--- src/sv/gbn_receiver_connection_fsm_unit_macros.svh ---
// assertion macros for the go-back-n receiver connection unit
`ifndef GBN_RECEIVER_CONNECTION_FSM_UNIT_MACROS_SVH
`define GBN_RECEIVER_CONNECTION_FSM_UNIT_MACROS_SVH

// consequent checked in the same cycle
`define GCF_ASSERT_SAME(label, ante, cons, msg) \
	label: assert property (@(posedge clk) disable iff (!arst_n) (ante) |-> (cons)) \
		else $error(msg);

// consequent checked in the next cycle
`define GCF_ASSERT_NEXT(label, ante, cons, msg) \
	label: assert property (@(posedge clk) disable iff (!arst_n) (ante) |=> (cons)) \
		else $error(msg);

`endif

--- src/sv/gcf_pkg.sv ---
// shared types and constants of the go-back-n receiver connection unit
package gcf_pkg;

	localparam int SEQ_MODULUS_DEF    = 25601;
	localparam int WINDOW_PACKETS_DEF = 10;
	localparam int PAYLOAD_MAX_DEF    = 512;
	localparam int QUEUE_DEPTH_DEF    = 8;

	localparam int SEQ_W    = 15;
	localparam int NUM_W    = 16;
	localparam int LEN_W    = 10;
	localparam int TICK_W   = 16;
	localparam int RED_W    = 17;
	localparam int RECIP_SH = 17;
	localparam int MAX_RES  = 3;
	localparam int RIDX_W   = 2;
	localparam int CNT_W    = 2;

	localparam int IN_DATA_W  = 48;
	localparam int OUT_DATA_W = 48;
	localparam int APB_DATA_W = 32;
	localparam int APB_ADDR_W = 3;

	localparam logic [TICK_W-1:0] TIMEOUT_RST  = 16'd500;
	localparam logic [SEQ_W-1:0]  INIT_SEQ_RST = 15'd0;

	localparam logic REG_INIT_SEQ = 1'b0;
	localparam logic REG_TIMEOUT  = 1'b1;

	typedef enum logic [1:0] {
		PH_WAIT_SYN  = 2'd0,
		PH_HANDSHAKE = 2'd1,
		PH_DATA      = 2'd2,
		PH_CLOSING   = 2'd3
	} phase_t;

	typedef struct packed {
		logic             mode;
		logic [NUM_W-1:0] seq;
		logic [NUM_W-1:0] ack;
		logic             syn;
		logic             fin;
		logic             ackf;
		logic             dup;
		logic [LEN_W-1:0] len;
		logic [SEQ_W-1:0] init_seq;
		logic [SEQ_W-1:0] s_inc;
		logic [SEQ_W-1:0] s_len;
		logic [SEQ_W-1:0] init_inc;
	} item_t;

	typedef struct packed {
		logic [SEQ_W-1:0] seq;
		logic [SEQ_W-1:0] ack;
		logic             syn;
		logic             fin;
		logic             ackf;
		logic             dup;
		logic             resend;
		logic             tmo;
		logic             store;
		logic [LEN_W-1:0] bytes;
	} res_t;

endpackage

--- src/sv/gcf_mod_reduce.sv ---
// pipelined reduction modulo the sequence modulus by reciprocal multiply
module gcf_mod_reduce
	import gcf_pkg::*;
#(
	parameter int MODULUS = SEQ_MODULUS_DEF
) (
	input  logic             clk,
	input  logic [RED_W-1:0] x,
	output logic [SEQ_W-1:0] r
);

	localparam logic [RED_W-1:0] RECIP = RED_W'((64'd1 << RECIP_SH) / MODULUS);
	localparam logic [RED_W-1:0] MOD_R = RED_W'(MODULUS);

	logic [2*RED_W-1:0] prod_s1;
	logic [RED_W-1:0]   x_s1;
	logic [RED_W-1:0]   qm_s2;
	logic [RED_W-1:0]   x_s2;
	logic [SEQ_W-1:0]   r_s3;
	logic [2*RED_W-1:0] qm_full;
	logic [RED_W-1:0]   diff;

	assign qm_full = prod_s1[2*RED_W-1:RECIP_SH] * MOD_R;
	assign diff    = x_s2 - qm_s2;

	always_ff @(posedge clk) begin
		prod_s1 <= x * RECIP;
		x_s1    <= x;
		qm_s2   <= qm_full[RED_W-1:0];
		x_s2    <= x_s1;
		if (diff >= MOD_R) begin
			r_s3 <= SEQ_W'(diff - MOD_R);
		end else begin
			r_s3 <= SEQ_W'(diff);
		end
	end

	assign r = r_s3;

endmodule

--- src/sv/gcf_front.sv ---
// front end: accepts requests, clamps length and reduces sequence sums
module gcf_front
	import gcf_pkg::*;
#(
	parameter int MODULUS     = SEQ_MODULUS_DEF,
	parameter int PAYLOAD_MAX = PAYLOAD_MAX_DEF,
	parameter int DEPTH       = QUEUE_DEPTH_DEF
) (
	input  logic                 clk,
	input  logic                 arst_n,
	input  logic                 s_valid,
	output logic                 s_ready,
	input  logic [IN_DATA_W-1:0] s_data,
	input  logic                 s_mode,
	input  logic [SEQ_W-1:0]     initial_seq,
	input  logic                 q_pop,
	output logic                 q_push,
	output item_t                q_item
);

	localparam int CRED_W = $clog2(DEPTH + 1);
	localparam logic [LEN_W-1:0] LEN_MAX = LEN_W'(PAYLOAD_MAX);

	logic              accept;
	logic [NUM_W-1:0]  pkt_seq;
	logic [LEN_W-1:0]  len_raw;
	logic [LEN_W-1:0]  len_c;
	logic [RED_W-1:0]  x_inc;
	logic [RED_W-1:0]  x_len;
	logic [RED_W-1:0]  x_init;
	logic [SEQ_W-1:0]  r_inc;
	logic [SEQ_W-1:0]  r_len;
	logic [SEQ_W-1:0]  r_init;
	item_t             fld_in;
	item_t             fld_s1;
	item_t             fld_s2;
	item_t             fld_s3;
	logic              v_s1;
	logic              v_s2;
	logic              v_s3;
	logic [CRED_W-1:0] cred_q;

	assign s_ready = cred_q < CRED_W'(DEPTH);
	assign accept  = s_valid && s_ready;

	assign pkt_seq = s_data[15:0];
	assign len_raw = s_data[45:36];
	assign len_c   = (len_raw > LEN_MAX) ? LEN_MAX : len_raw;

	assign x_inc  = {1'b0, pkt_seq} + RED_W'(1);
	assign x_len  = {1'b0, pkt_seq} + RED_W'(len_c);
	assign x_init = RED_W'(initial_seq) + RED_W'(1);

	always_comb begin
		fld_in          = '0;
		fld_in.mode     = s_mode;
		fld_in.seq      = pkt_seq;
		fld_in.ack      = s_data[31:16];
		fld_in.syn      = s_data[32];
		fld_in.fin      = s_data[33];
		fld_in.ackf     = s_data[34];
		fld_in.dup      = s_data[35];
		fld_in.len      = len_c;
		fld_in.init_seq = initial_seq;
	end

	gcf_mod_reduce #(.MODULUS(MODULUS)) u_red_inc (.clk(clk), .x(x_inc), .r(r_inc));
	gcf_mod_reduce #(.MODULUS(MODULUS)) u_red_len (.clk(clk), .x(x_len), .r(r_len));
	gcf_mod_reduce #(.MODULUS(MODULUS)) u_red_init (.clk(clk), .x(x_init), .r(r_init));

	always_ff @(posedge clk or negedge arst_n) begin
		if (!arst_n) begin
			v_s1   <= 1'b0;
			v_s2   <= 1'b0;
			v_s3   <= 1'b0;
			cred_q <= '0;
		end else begin
			v_s1 <= accept;
			v_s2 <= v_s1;
			v_s3 <= v_s2;
			if (accept && !q_pop) begin
				cred_q <= cred_q + CRED_W'(1);
			end else if (!accept && q_pop) begin
				cred_q <= cred_q - CRED_W'(1);
			end
		end
	end

	always_ff @(posedge clk) begin
		fld_s1 <= fld_in;
		fld_s2 <= fld_s1;
		fld_s3 <= fld_s2;
	end

	always_comb begin
		q_item          = fld_s3;
		q_item.s_inc    = r_inc;
		q_item.s_len    = r_len;
		q_item.init_inc = r_init;
	end

	assign q_push = v_s3;

endmodule

--- src/sv/gcf_queue.sv ---
// request queue between front end and connection state machine
module gcf_queue
	import gcf_pkg::*;
#(
	parameter int DEPTH = QUEUE_DEPTH_DEF
) (
	input  logic  clk,
	input  logic  arst_n,
	input  logic  push,
	input  item_t push_item,
	input  logic  pop,
	output logic  valid,
	output logic  full,
	output item_t head
);

	localparam int AW = (DEPTH > 1) ? $clog2(DEPTH) : 1;
	localparam int CW = $clog2(DEPTH + 1);

	item_t          mem_q [DEPTH];
	logic [AW-1:0]  wr_q;
	logic [AW-1:0]  rd_q;
	logic [CW-1:0]  cnt_q;

	assign valid = cnt_q != '0;
	assign full  = cnt_q == CW'(DEPTH);
	assign head  = mem_q[rd_q];

	always_ff @(posedge clk) begin
		if (push) begin
			mem_q[wr_q] <= push_item;
		end
	end

	always_ff @(posedge clk or negedge arst_n) begin
		if (!arst_n) begin
			wr_q  <= '0;
			rd_q  <= '0;
			cnt_q <= '0;
		end else begin
			if (push) begin
				wr_q <= (wr_q == AW'(DEPTH - 1)) ? '0 : wr_q + AW'(1);
			end
			if (pop) begin
				rd_q <= (rd_q == AW'(DEPTH - 1)) ? '0 : rd_q + AW'(1);
			end
			if (push && !pop) begin
				cnt_q <= cnt_q + CW'(1);
			end else if (!push && pop) begin
				cnt_q <= cnt_q - CW'(1);
			end
		end
	end

endmodule

--- src/sv/gcf_back.sv ---
// back end: connection state machine and response header serializer
module gcf_back
	import gcf_pkg::*;
#(
	parameter int MODULUS        = SEQ_MODULUS_DEF,
	parameter int WINDOW_PACKETS = WINDOW_PACKETS_DEF,
	parameter int PAYLOAD_MAX    = PAYLOAD_MAX_DEF
) (
	input  logic              clk,
	input  logic              arst_n,
	input  logic              q_valid,
	input  item_t             q_item,
	output logic              q_pop,
	input  logic [TICK_W-1:0] timeout_ticks,
	output logic              m_valid,
	input  logic              m_ready,
	output res_t              m_res,
	output logic              m_last
);

	localparam logic [NUM_W-1:0] MOD_N    = NUM_W'(MODULUS);
	localparam logic [SEQ_W-1:0] MOD_M1   = SEQ_W'(MODULUS - 1);
	localparam logic [NUM_W-1:0] WIN_SPAN = NUM_W'(WINDOW_PACKETS * PAYLOAD_MAX);

	phase_t            phase_q;
	phase_t            phase_d;
	logic [SEQ_W-1:0]  own_seq_q;
	logic [SEQ_W-1:0]  own_seq_d;
	logic [SEQ_W-1:0]  own_inc_q;
	logic [SEQ_W-1:0]  own_inc_d;
	logic [SEQ_W-1:0]  peer_q;
	logic [SEQ_W-1:0]  peer_d;
	logic [TICK_W-1:0] retx_q;
	logic [TICK_W-1:0] retx_d;
	res_t              res_q [MAX_RES];
	res_t              res_d [MAX_RES];
	logic [CNT_W-1:0]  n_res;
	logic [CNT_W-1:0]  rcnt_q;
	logic [RIDX_W-1:0] ridx_q;

	logic              load_ok;
	logic              seq_match;
	logic              ack_ok;
	logic [NUM_W-1:0]  peer_p1;
	logic [NUM_W-1:0]  slen_p1;
	logic [NUM_W-1:0]  a_p1;
	logic [SEQ_W-1:0]  peer_inc;
	logic [SEQ_W-1:0]  slen_inc;
	logic [SEQ_W-1:0]  a_inc;
	logic [SEQ_W-1:0]  s_mod;
	logic [NUM_W-1:0]  ahead;
	logic [SEQ_W-1:0]  fin_ack;

	assign load_ok = (rcnt_q == '0) || ((rcnt_q == CNT_W'(1)) && m_ready);
	assign q_pop   = q_valid && load_ok;

	assign seq_match = q_item.seq == {1'b0, peer_q};
	assign ack_ok    = (q_item.ackf || q_item.dup) && (q_item.ack == {1'b0, own_inc_q});

	assign peer_p1  = {1'b0, peer_q} + NUM_W'(1);
	assign slen_p1  = {1'b0, q_item.s_len} + NUM_W'(1);
	assign a_p1     = {1'b0, q_item.ack[SEQ_W-1:0]} + NUM_W'(1);
	assign peer_inc = (peer_p1 == MOD_N) ? '0 : peer_p1[SEQ_W-1:0];
	assign slen_inc = (slen_p1 == MOD_N) ? '0 : slen_p1[SEQ_W-1:0];
	assign a_inc    = (a_p1 == MOD_N) ? '0 : a_p1[SEQ_W-1:0];
	assign s_mod    = (q_item.s_inc == '0) ? MOD_M1 : q_item.s_inc - SEQ_W'(1);
	assign ahead    = (s_mod >= peer_q) ? NUM_W'(s_mod - peer_q)
	                                    : NUM_W'(s_mod) + MOD_N - NUM_W'(peer_q);
	assign fin_ack  = seq_match ? slen_inc : peer_inc;

	always_comb begin
		phase_d = phase_q;
		if (q_pop && !q_item.mode) begin
			case (phase_q)
				PH_WAIT_SYN: begin
					if (q_item.syn) begin
						phase_d = PH_HANDSHAKE;
					end
				end
				PH_HANDSHAKE: begin
					if (seq_match && ack_ok) begin
						phase_d = PH_DATA;
					end
				end
				PH_DATA: begin
					if (q_item.fin) begin
						phase_d = PH_CLOSING;
					end
				end
				PH_CLOSING: begin
					if (!q_item.fin && ack_ok) begin
						phase_d = PH_WAIT_SYN;
					end
				end
				default: phase_d = PH_WAIT_SYN;
			endcase
		end
	end

	always_comb begin
		own_seq_d = own_seq_q;
		own_inc_d = own_inc_q;
		peer_d    = peer_q;
		retx_d    = retx_q;
		n_res     = '0;
		for (int k = 0; k < MAX_RES; k++) begin
			res_d[k]     = '0;
			res_d[k].seq = own_seq_q;
		end
		if (q_item.mode) begin
			if (phase_q == PH_CLOSING) begin
				if (retx_q <= TICK_W'(1)) begin
					res_d[0].fin    = 1'b1;
					res_d[0].resend = 1'b1;
					res_d[0].tmo    = 1'b1;
					n_res           = CNT_W'(1);
					retx_d          = timeout_ticks;
				end else begin
					retx_d = retx_q - TICK_W'(1);
				end
			end
		end else begin
			case (phase_q)
				PH_WAIT_SYN: begin
					if (q_item.syn) begin
						own_seq_d     = q_item.init_seq;
						own_inc_d     = q_item.init_inc;
						peer_d        = q_item.s_inc;
						res_d[0].seq  = q_item.init_seq;
						res_d[0].ack  = q_item.s_inc;
						res_d[0].syn  = 1'b1;
						res_d[0].ackf = 1'b1;
						n_res         = CNT_W'(1);
					end
				end
				PH_HANDSHAKE: begin
					if (seq_match && ack_ok) begin
						own_seq_d      = q_item.ack[SEQ_W-1:0];
						own_inc_d      = a_inc;
						peer_d         = q_item.s_len;
						res_d[0].seq   = q_item.ack[SEQ_W-1:0];
						res_d[0].ack   = q_item.s_len;
						res_d[0].ackf  = 1'b1;
						res_d[0].store = 1'b1;
						res_d[0].bytes = q_item.len;
						n_res          = CNT_W'(1);
					end else if (q_item.syn) begin
						res_d[0].ack = peer_q;
						res_d[0].syn = 1'b1;
						res_d[0].dup = 1'b1;
						n_res        = CNT_W'(1);
					end
				end
				PH_DATA: begin
					if (seq_match) begin
						peer_d         = q_item.s_len;
						res_d[0].ack   = q_item.s_len;
						res_d[0].ackf  = 1'b1;
						res_d[0].store = 1'b1;
						res_d[0].bytes = q_item.len;
						n_res          = CNT_W'(1);
					end else if (!q_item.fin) begin
						if (ahead <= WIN_SPAN) begin
							res_d[0].ack = peer_q;
							res_d[0].dup = 1'b1;
						end else begin
							res_d[0].ack  = q_item.s_len;
							res_d[0].ackf = 1'b1;
						end
						n_res = CNT_W'(1);
					end
					if (q_item.fin) begin
						peer_d = fin_ack;
						retx_d = timeout_ticks;
						if (seq_match) begin
							res_d[1].ack  = fin_ack;
							res_d[1].ackf = 1'b1;
							res_d[2].fin  = 1'b1;
							n_res         = CNT_W'(3);
						end else begin
							res_d[0].ack  = fin_ack;
							res_d[0].ackf = 1'b1;
							res_d[1].fin  = 1'b1;
							n_res         = CNT_W'(2);
						end
					end
				end
				PH_CLOSING: begin
					if (q_item.fin) begin
						res_d[0].ack    = peer_q;
						res_d[0].dup    = 1'b1;
						res_d[1].fin    = 1'b1;
						res_d[1].resend = 1'b1;
						n_res           = CNT_W'(2);
						retx_d          = timeout_ticks;
					end else if (ack_ok) begin
						own_seq_d = q_item.ack[SEQ_W-1:0];
					end
				end
				default: n_res = '0;
			endcase
		end
	end

	always_ff @(posedge clk or negedge arst_n) begin
		if (!arst_n) begin
			phase_q   <= PH_WAIT_SYN;
			own_seq_q <= INIT_SEQ_RST;
			own_inc_q <= '0;
			peer_q    <= '0;
			retx_q    <= '0;
			rcnt_q    <= '0;
			ridx_q    <= '0;
		end else begin
			if (q_pop) begin
				phase_q   <= phase_d;
				own_seq_q <= own_seq_d;
				own_inc_q <= own_inc_d;
				peer_q    <= peer_d;
				retx_q    <= retx_d;
				rcnt_q    <= n_res;
				ridx_q    <= '0;
			end else if (m_valid && m_ready) begin
				rcnt_q <= rcnt_q - CNT_W'(1);
				ridx_q <= ridx_q + RIDX_W'(1);
			end
		end
	end

	always_ff @(posedge clk) begin
		if (q_pop) begin
			for (int k = 0; k < MAX_RES; k++) begin
				res_q[k] <= res_d[k];
			end
		end
	end

	always_comb begin
		case (ridx_q)
			2'd0:    m_res = res_q[0];
			2'd1:    m_res = res_q[1];
			default: m_res = res_q[2];
		endcase
	end

	assign m_valid = rcnt_q != '0;
	assign m_last  = rcnt_q == CNT_W'(1);

endmodule

--- src/sv/gbn_receiver_connection_fsm_unit.sv ---
// top level of the go-back-n receiver connection unit with its register port
// a request passes the front pipeline and the queue, then the state machine registers
// its response headers; a request with n headers sends them as one run on m_axis
// the serializer loads one request per cycle, when idle or as its last header goes
// arst_n clears phase, sequence state, countdown, queue and front pipeline,
// and returns initial_seq to 0 and timeout_ticks to 500
`include "gbn_receiver_connection_fsm_unit_macros.svh"

module gbn_receiver_connection_fsm_unit
	import gcf_pkg::*;
#(
	parameter int SEQ_MODULUS    = SEQ_MODULUS_DEF,
	parameter int WINDOW_PACKETS = WINDOW_PACKETS_DEF,
	parameter int PAYLOAD_MAX    = PAYLOAD_MAX_DEF,
	parameter int QUEUE_DEPTH    = QUEUE_DEPTH_DEF
) (
	input  logic                  clk,
	input  logic                  arst_n,
	input  logic                  s_axis_tvalid,
	output logic                  s_axis_tready,
	// pkt_seq, pkt_ack, pkt_syn, pkt_fin, pkt_ack_flag, pkt_dupack, pkt_length, zero pad
	input  logic [IN_DATA_W-1:0]  s_axis_tdata,
	// mode
	input  logic                  s_axis_tuser,
	output logic                  m_axis_tvalid,
	input  logic                  m_axis_tready,
	// out_seq, out_ack, out_syn, out_fin, out_ack_flag, out_dupack, out_resend,
	// out_timeout, store_payload, store_bytes, zero pad
	output logic [OUT_DATA_W-1:0] m_axis_tdata,
	output logic                  m_axis_tlast,
	input  logic                  psel,
	input  logic                  penable,
	input  logic                  pwrite,
	input  logic [APB_ADDR_W-1:0] paddr,
	input  logic [APB_DATA_W-1:0] pwdata,
	output logic [APB_DATA_W-1:0] prdata,
	output logic                  pready
);

	logic [SEQ_W-1:0]  initial_seq_q;
	logic [TICK_W-1:0] timeout_ticks_q;
	logic              cfg_wr;
	logic              q_push;
	logic              q_pop;
	logic              q_valid;
	logic              q_full;
	item_t             push_item;
	item_t             head_item;
	res_t              out_res;

	assign pready = 1'b1;
	assign cfg_wr = psel && penable && pwrite && pready;

	always_ff @(posedge clk or negedge arst_n) begin
		if (!arst_n) begin
			initial_seq_q   <= INIT_SEQ_RST;
			timeout_ticks_q <= TIMEOUT_RST;
		end else if (cfg_wr) begin
			case (paddr[2])
				REG_INIT_SEQ: initial_seq_q   <= pwdata[SEQ_W-1:0];
				REG_TIMEOUT:  timeout_ticks_q <= pwdata[TICK_W-1:0];
				default:      initial_seq_q   <= initial_seq_q;
			endcase
		end
	end

	always_comb begin
		case (paddr[2])
			REG_INIT_SEQ: prdata = APB_DATA_W'(initial_seq_q);
			REG_TIMEOUT:  prdata = APB_DATA_W'(timeout_ticks_q);
			default:      prdata = '0;
		endcase
	end

	gcf_front #(
		.MODULUS     (SEQ_MODULUS),
		.PAYLOAD_MAX (PAYLOAD_MAX),
		.DEPTH       (QUEUE_DEPTH)
	) u_front (
		.clk         (clk),
		.arst_n      (arst_n),
		.s_valid     (s_axis_tvalid),
		.s_ready     (s_axis_tready),
		.s_data      (s_axis_tdata),
		.s_mode      (s_axis_tuser),
		.initial_seq (initial_seq_q),
		.q_pop       (q_pop),
		.q_push      (q_push),
		.q_item      (push_item)
	);

	gcf_queue #(
		.DEPTH (QUEUE_DEPTH)
	) u_queue (
		.clk       (clk),
		.arst_n    (arst_n),
		.push      (q_push),
		.push_item (push_item),
		.pop       (q_pop),
		.valid     (q_valid),
		.full      (q_full),
		.head      (head_item)
	);

	gcf_back #(
		.MODULUS        (SEQ_MODULUS),
		.WINDOW_PACKETS (WINDOW_PACKETS),
		.PAYLOAD_MAX    (PAYLOAD_MAX)
	) u_back (
		.clk           (clk),
		.arst_n        (arst_n),
		.q_valid       (q_valid),
		.q_item        (head_item),
		.q_pop         (q_pop),
		.timeout_ticks (timeout_ticks_q),
		.m_valid       (m_axis_tvalid),
		.m_ready       (m_axis_tready),
		.m_res         (out_res),
		.m_last        (m_axis_tlast)
	);

	assign m_axis_tdata = {1'b0, out_res.bytes, out_res.store, out_res.tmo, out_res.resend,
	                       out_res.dup, out_res.ackf, out_res.fin, out_res.syn,
	                       out_res.ack, out_res.seq};

	`GCF_ASSERT_SAME(a_queue_no_overflow, q_push, !q_full, "request queue written while full")
	`GCF_ASSERT_SAME(a_pop_needs_request, q_pop, q_valid, "state machine took from empty queue")
	`GCF_ASSERT_NEXT(a_run_unbroken, m_axis_tvalid && m_axis_tready && !m_axis_tlast,
		m_axis_tvalid, "response run broken before its last header")

endmodule

--- config.mk ---
export PLATFORM = sky130hd
export DESIGN_NAME = gbn_receiver_connection_fsm_unit
export DESIGN_NICKNAME = d
export VERILOG_FILES = /design/src/sv/gcf_pkg.sv /design/src/sv/gcf_mod_reduce.sv /design/src/sv/gcf_front.sv /design/src/sv/gcf_queue.sv /design/src/sv/gcf_back.sv /design/src/sv/gbn_receiver_connection_fsm_unit.sv
export VERILOG_INCLUDE_DIRS = /design/src /design/src/sv
export SDC_FILE = /design/constraint.sdc
export NUM_CORES = 2
export LEC_CHECK = 0
export ABC_AREA = 1
export BUFFER_PORTS_ARGS = -buffer_cell sky130_fd_sc_hd__buf_2
export CAP_MARGIN = 20
export CORE_MARGIN = 4
export CORE_UTILIZATION = 61
export DETAILED_ROUTE_END_ITERATION = 8
export GPL_ROUTABILITY_DRIVEN = 0
export PLACE_DENSITY = 0.76
export SYNTH_ARGS = -nofsm -noshare
export SYNTH_HDL_FRONTEND = slang
export SYNTH_SLANG_ARGS = --single-unit
export TNS_END_PERCENT = 20
--- constraint.sdc ---
create_clock -name clk -period 9.65 [get_ports clk]
set_input_delay 0.4825 -clock clk [delete_from_list [all_inputs] [get_ports clk]]
set_output_delay 0.4825 -clock clk [all_outputs]
set_load 0.03 [all_outputs]
# Word level (Yosys, flattened, before mapping)
# Memory sizes are Yosys's and may differ from the RTL's.
# Index checks and enable logic that the tools add are counted.
# classes
div_mod_pow,0
eq_ne,20
order_cmp,8
shifts,0
mux,110
mul,6
n_reduce_logical,43
n_addsub,25
bitwise,2
# op_table
cell,n
2-to-1 mux 15 bit,28
2-to-1 mux 16 bit,7
one-hot mux 47 bit (2 select lines),1
one-hot mux 15 bit (3 select lines),2
"adder 15 x 1 -> 16 bit, second input constant",4
one-hot mux 32 bit (2 select lines),1
2-to-1 mux 31 bit,2
"multiplier 17 x 3 -> 20 bit, second input constant",3
one-hot mux 15 bit (2 select lines),2
one-hot mux 15 bit (4 select lines),1
"greater-or-equal comparator 17 x 15 -> 1 bit, second input constant",3
"multiplier 3 x 15 -> 17 bit, second input constant",3
subtractor 17 bit,3
"equality test 16 x 15 -> 1 bit, second input constant",3
"subtractor 15 bit, second input constant",3
2-to-1 mux 2 bit,19
2-to-1 mux 11 bit,3
equality test 16 x 15 -> 1 bit,2
2-to-1 mux 1 bit,30
one-hot mux 11 bit (2 select lines),1
AND reduction 6 bit,3
"adder 16 x 1 -> 17 bit, second input constant",1
adder 16 x 10 -> 17 bit,1
"adder 15 x 15 -> 16 bit, second input constant",1
39 further kinds,87
# word_totals
latchBits,0
n_memories,2
ram_bits,997
romBits,0
regBits,559
elab_cells,274
inputBits,91
# memory_table
memory,depth,word_bits,rd,rd_clocked_by_memory_dff,write_ports,line,rtl
u_queue.mem_q,8,107,1,0,1,gcf_queue.sv:20,item_t mem_q [DEPTH];
u_back.res_q,3,47,3,0,3,gcf_back.sv:35,res_t res_q [MAX_RES];

# Depth between registers and ports, before layout
# An unclocked memory read counts as a cell.
# depth
depth_word,14
ltp_mapped,43
mapped_depth_nobuf,38

# Modules after synthesis
# A second synthesis with hierarchy kept.
# hier_totals
hier_cells,6698
hier_area_um2,63962.6
# modules_own_cells
mod,cells_each,seq_area_each_um2,instances,area_per_inst_um2
gcf_queue,2922,25954.9,1,34490.6
gcf_back,1825,4018.9,1,12600.8
gcf_mod_reduce at u_front.u_red_inc ...,424,1161.1,2,3268.1
gcf_front,493,3898.7,1,5556.6
gcf_mod_reduce at u_front.u_red_len,401,1161.1,1,3186.8
gbn_receiver_connection_fsm_unit,209,783.3,1,1591.5

# Worst setup path before layout
# Ideal clock, no wire load.
# synth_timing
path_type,register to register
from,reg u_front.v_s3 (netlist: u_front.q_push)
to,"mem u_queue.mem_q[0][0] (netlist bit), enable pin"
setup_ns,0.575
period_less_slack_ns,5.609
path_slack_ns,4.041
stages_incl_launch_ff,3
required_ns,9.075
arrival_time_ns,5.034
path_cell_list,dfrtp_1 -> nand2_1 -> nor2_1
# synth_between
elab_chain_cells,2
# synth_lines
element,line,rtl
"start, declared",gcf_front.sv:40,logic v_s3;
"start signal, assigned",gcf_front.sv:80,v_s3 <= v_s2;
2-to-1 mux 1 bit,gcf_queue.sv:30,if (push) begin
2-to-1 mux 1 bit (not written as such),gcf_queue.sv:31,mem_q[wr_q] <= push_item;
"end, declared",gcf_queue.sv:20,
# Every way passes these cells.

==> flow_summary.ini <==
[global_routing]
grt_pass1_vias = 42700
antenna_found_initial = 1
grt_pass1_wl_um = 238000
overflow = 0
grt_max_degree = 213
grt_usage_pct = 28.6

[power]
power_mw = 21.9
power_density_nw_per_um2 = 316
max-vdd-ir-drop_mv = 0.251
p_leak_nw = 28.8

[routing]
wl_per_cell_um = 19.6
drc = 0
firstDrtPassIters = 9
routed-wl-met2_um = 71100
met3_length_um = 15700
top_layer = met4
vias_per_cell = 5.75
wl_met1_um = 63000
antenna_left = 0
drt_iter0_drc = 5551
vias = 45900
drt_wl_total_um = 156000

[logic_synthesis]
synth_xor_area_share_pct = 2.08
synth_ff_type = edfxtp_1
syn_avg_cell_area_um2 = 9.85
synth_top_family_by_area = simple AND/OR/NAND/NOR gates
synth_compound_area_share_pct = 8.39
netlist_instances = 6359
yosys_warnings = 0
synthSimpleGateAreaFrac_pct = 17.8
async_flop_share_pct = 8.19
yosysSeqAreaShare_pct = 60.7
synth_edf_count = 934
syn-cell-area_um2 = 62700
synthAdderAreaFrac_pct = 4.45
ys_seq_elements = 1405
synth_cell_types = 70
muxShareOfSynthArea_pct = 0.0160

[critical_path]
worstPathBufferInverterCount = 7
cp_common_cell = nand2_1
critPathMaxStageDelay_ns = 0.81
ff2ff_setup_slack_ns = 1.63
slowest_stage = dfrtp_4
worstPathArrival_ns = 8.50
worstSetupEndpointType = register
r2r_cells = 36
crit_type = register to register
crit_family = simple AND/OR/NAND/NOR gates
cp.required_ns = 10.13
cp_max_fo = 208
critPathLaunchType = register
worstReg2RegEnd = u_back.res_q[0][24]
reg2reg_from = u_queue.rd_q[0]

[clock_tree]
cts_resized = 0
clk_latency_ns = 0.76
cts_root_buf = clkbuf_16
clockBufferDepth = 3
numCtsBuffers = 140
cts.clk_slew.worst_paths_ns = 0.06
cts_tree = built
htreeDepth = 4
cts.sinks = 1405

[layout]
fillers = 7486
stdcell_count = 7977
area_delta_synth_final_pct = 10.7
layout_common_cells = nand2_1 (1383), edfxtp_1 (934), nor2_1 (733)
final_common_cell = nand2_1
fin_nets = 6790
drive_above_1_share_pct = 7.36

[sta]
period_needed_ns = 8.02
slew-limit-headroom_pct = 19.6
max_freq_mhz = 125
hold_viol = 0
skew_ns = 0.0278
slew_viol_final = 0
rsz0062_at_grt = no
timing.final.setup_violations = 0
final.period_utilization_pct = 83.1
setup_slack_ns = 1.63
setup_tns_ns = 0
fin_hold_ws_ns = 0.0333
tightest_slew_ns = 1.20

[status]
status = completed

[floorplanning]
die_area_um2 = 108000
num_io_pins = 175
row_count = 117
design.core.area_um2 = 102000
initial_core_util_pct = 61.5
die_w_um = 328
dieHeight_um = 328

[hold_path]
worstHoldStart = s_axis_tdata[44]
holdPathStages = 3
hold_path_class = input port to register
holdPathEnd = u_front.fld_s1[68]

[place]
dp_cells = 7657
pre_cts_ws_ns = 1.91
port_buffers = 136
dp_hpwl_um = 97400

[flow_run]
max_cap_violations = 0
[cells by family (layout without fill, tap and decap cells)]
logic type	after synthesis	in the layout
compound gates	930	930
xor+xnor	149	149
fa+ha+maj	212	212
buf+inv	952	1184
flops	1405	1405
mux	1	1
other cells	2	20
simple gates	2708	2708
[worst register-to-register path, delay by kind of cell (launching register included)]
kind                     cells  cell delay [ns]
buffers and inverters        7             1.82
adder cells (fa/ha/maj)      3             0.80
AO/OA/AOI/OAI                4             0.85
flip-flops                   1             0.81
AND/OR/NAND/NOR             22             3.47
[state kept, by name, indices dropped and copies added, names as in the netlist, 16 cells and up]
name	count
u_queue.mem_q	856
u_back.res_q	78
u_front.fld_s1	62
u_front.fld_s2	62
u_front.q_item	62
u_front.u_red_inc.x_s1	17
u_front.u_red_inc.x_s2	17
u_front.u_red_len.x_s1	17
u_front.u_red_len.x_s2	17
timeout_ticks_q	16
u_back.retx_q	16
u_front.u_red_init.x_s2	16
[per-layer routing]
metal / GRT usage (%) / up-vias
met1: 39.6 / 21500
met5: 0 / -
met3: 5.20 / 432
met2: 44.7 / 2388
met4: 12.1 / 0
li1: - / 21600
[worst max-delay path by stage]
stage	from	end	slack, ns	cells after the start
after detailed placement	u_queue.rd_q[0]	u_back.res_q[0][24]	1.91	36
after global placement	u_queue.rd_q[0]	u_back.res_q[0][24]	2.03	36
final	u_queue.rd_q[0]	u_back.res_q[0][24]	1.63	36
after CTS	u_queue.rd_q[0]	u_back.res_q[0][24]	1.85	36
after global routing	u_queue.rd_q[0]	u_back.res_q[0][20]	1.09	35
after floorplan	u_front.q_push	u_queue.mem_q[0][0]	4.04	2
[report_power, final]
group	switching (mW)	total [mW]	internal [mW]
clock	2.27	5.44	3.17
sequential	0.537	8.09	7.55
combinational	6.04	8.35	2.31
[per-stage QoR]
stage	utilization, %	area, um^2
5_1_grt	68.1	69300
4_1_cts	68.0	69300
3_5_place_dp	62.9	64100
2_1_floorplan	-	62700
6_report	68.1	69300
3_3_place_gp	62.9	64100
[what timing repair did]
action / CTS / global route
hold buffers: 54 / 0
hold endpoints to repair: 99 / 0
setup buffers: 0 / 0
[cell type report]
type	count	area [um^2]	area share, %
antenna	2	5.00	0.00722
clock buffer	195	3970	5.73
multi-input combinational	4018	20700	29.8
sequential	1405	38100	54.9
timing repair buffer	234	1620	2.34
tap	1368	1710	2.47
clock inverter	67	703	1.01
inverter	688	2600	3.75
[synth_stat cells, drive strengths merged, types with 10 or more instances]
master  instances  share of area [%]
xnor2          22               0.31
o221ai         22               0.31
nand2        1400                8.5
nor4           14               0.16
a211oi         13               0.16
fa             18               0.58
nor2          756                4.6
a22o           15               0.21
nor3           73               0.63
o31ai          19               0.23
nand4          73               0.73
inv           683                4.1
clkbuf        103               0.62
nand3         369                3.0
a21oi         147                1.2
dfxtp         356                 11
a31oi          36               0.41
edfxtp        934                 45
buf           158                1.7
xor2          127                1.8
a32o           10               0.16
dfrtp         109                4.4
o211ai         18               0.22
o21ai         524                4.2
o22ai          93               0.93
ha            194                3.9
Power figures use the tool's default switching activity.
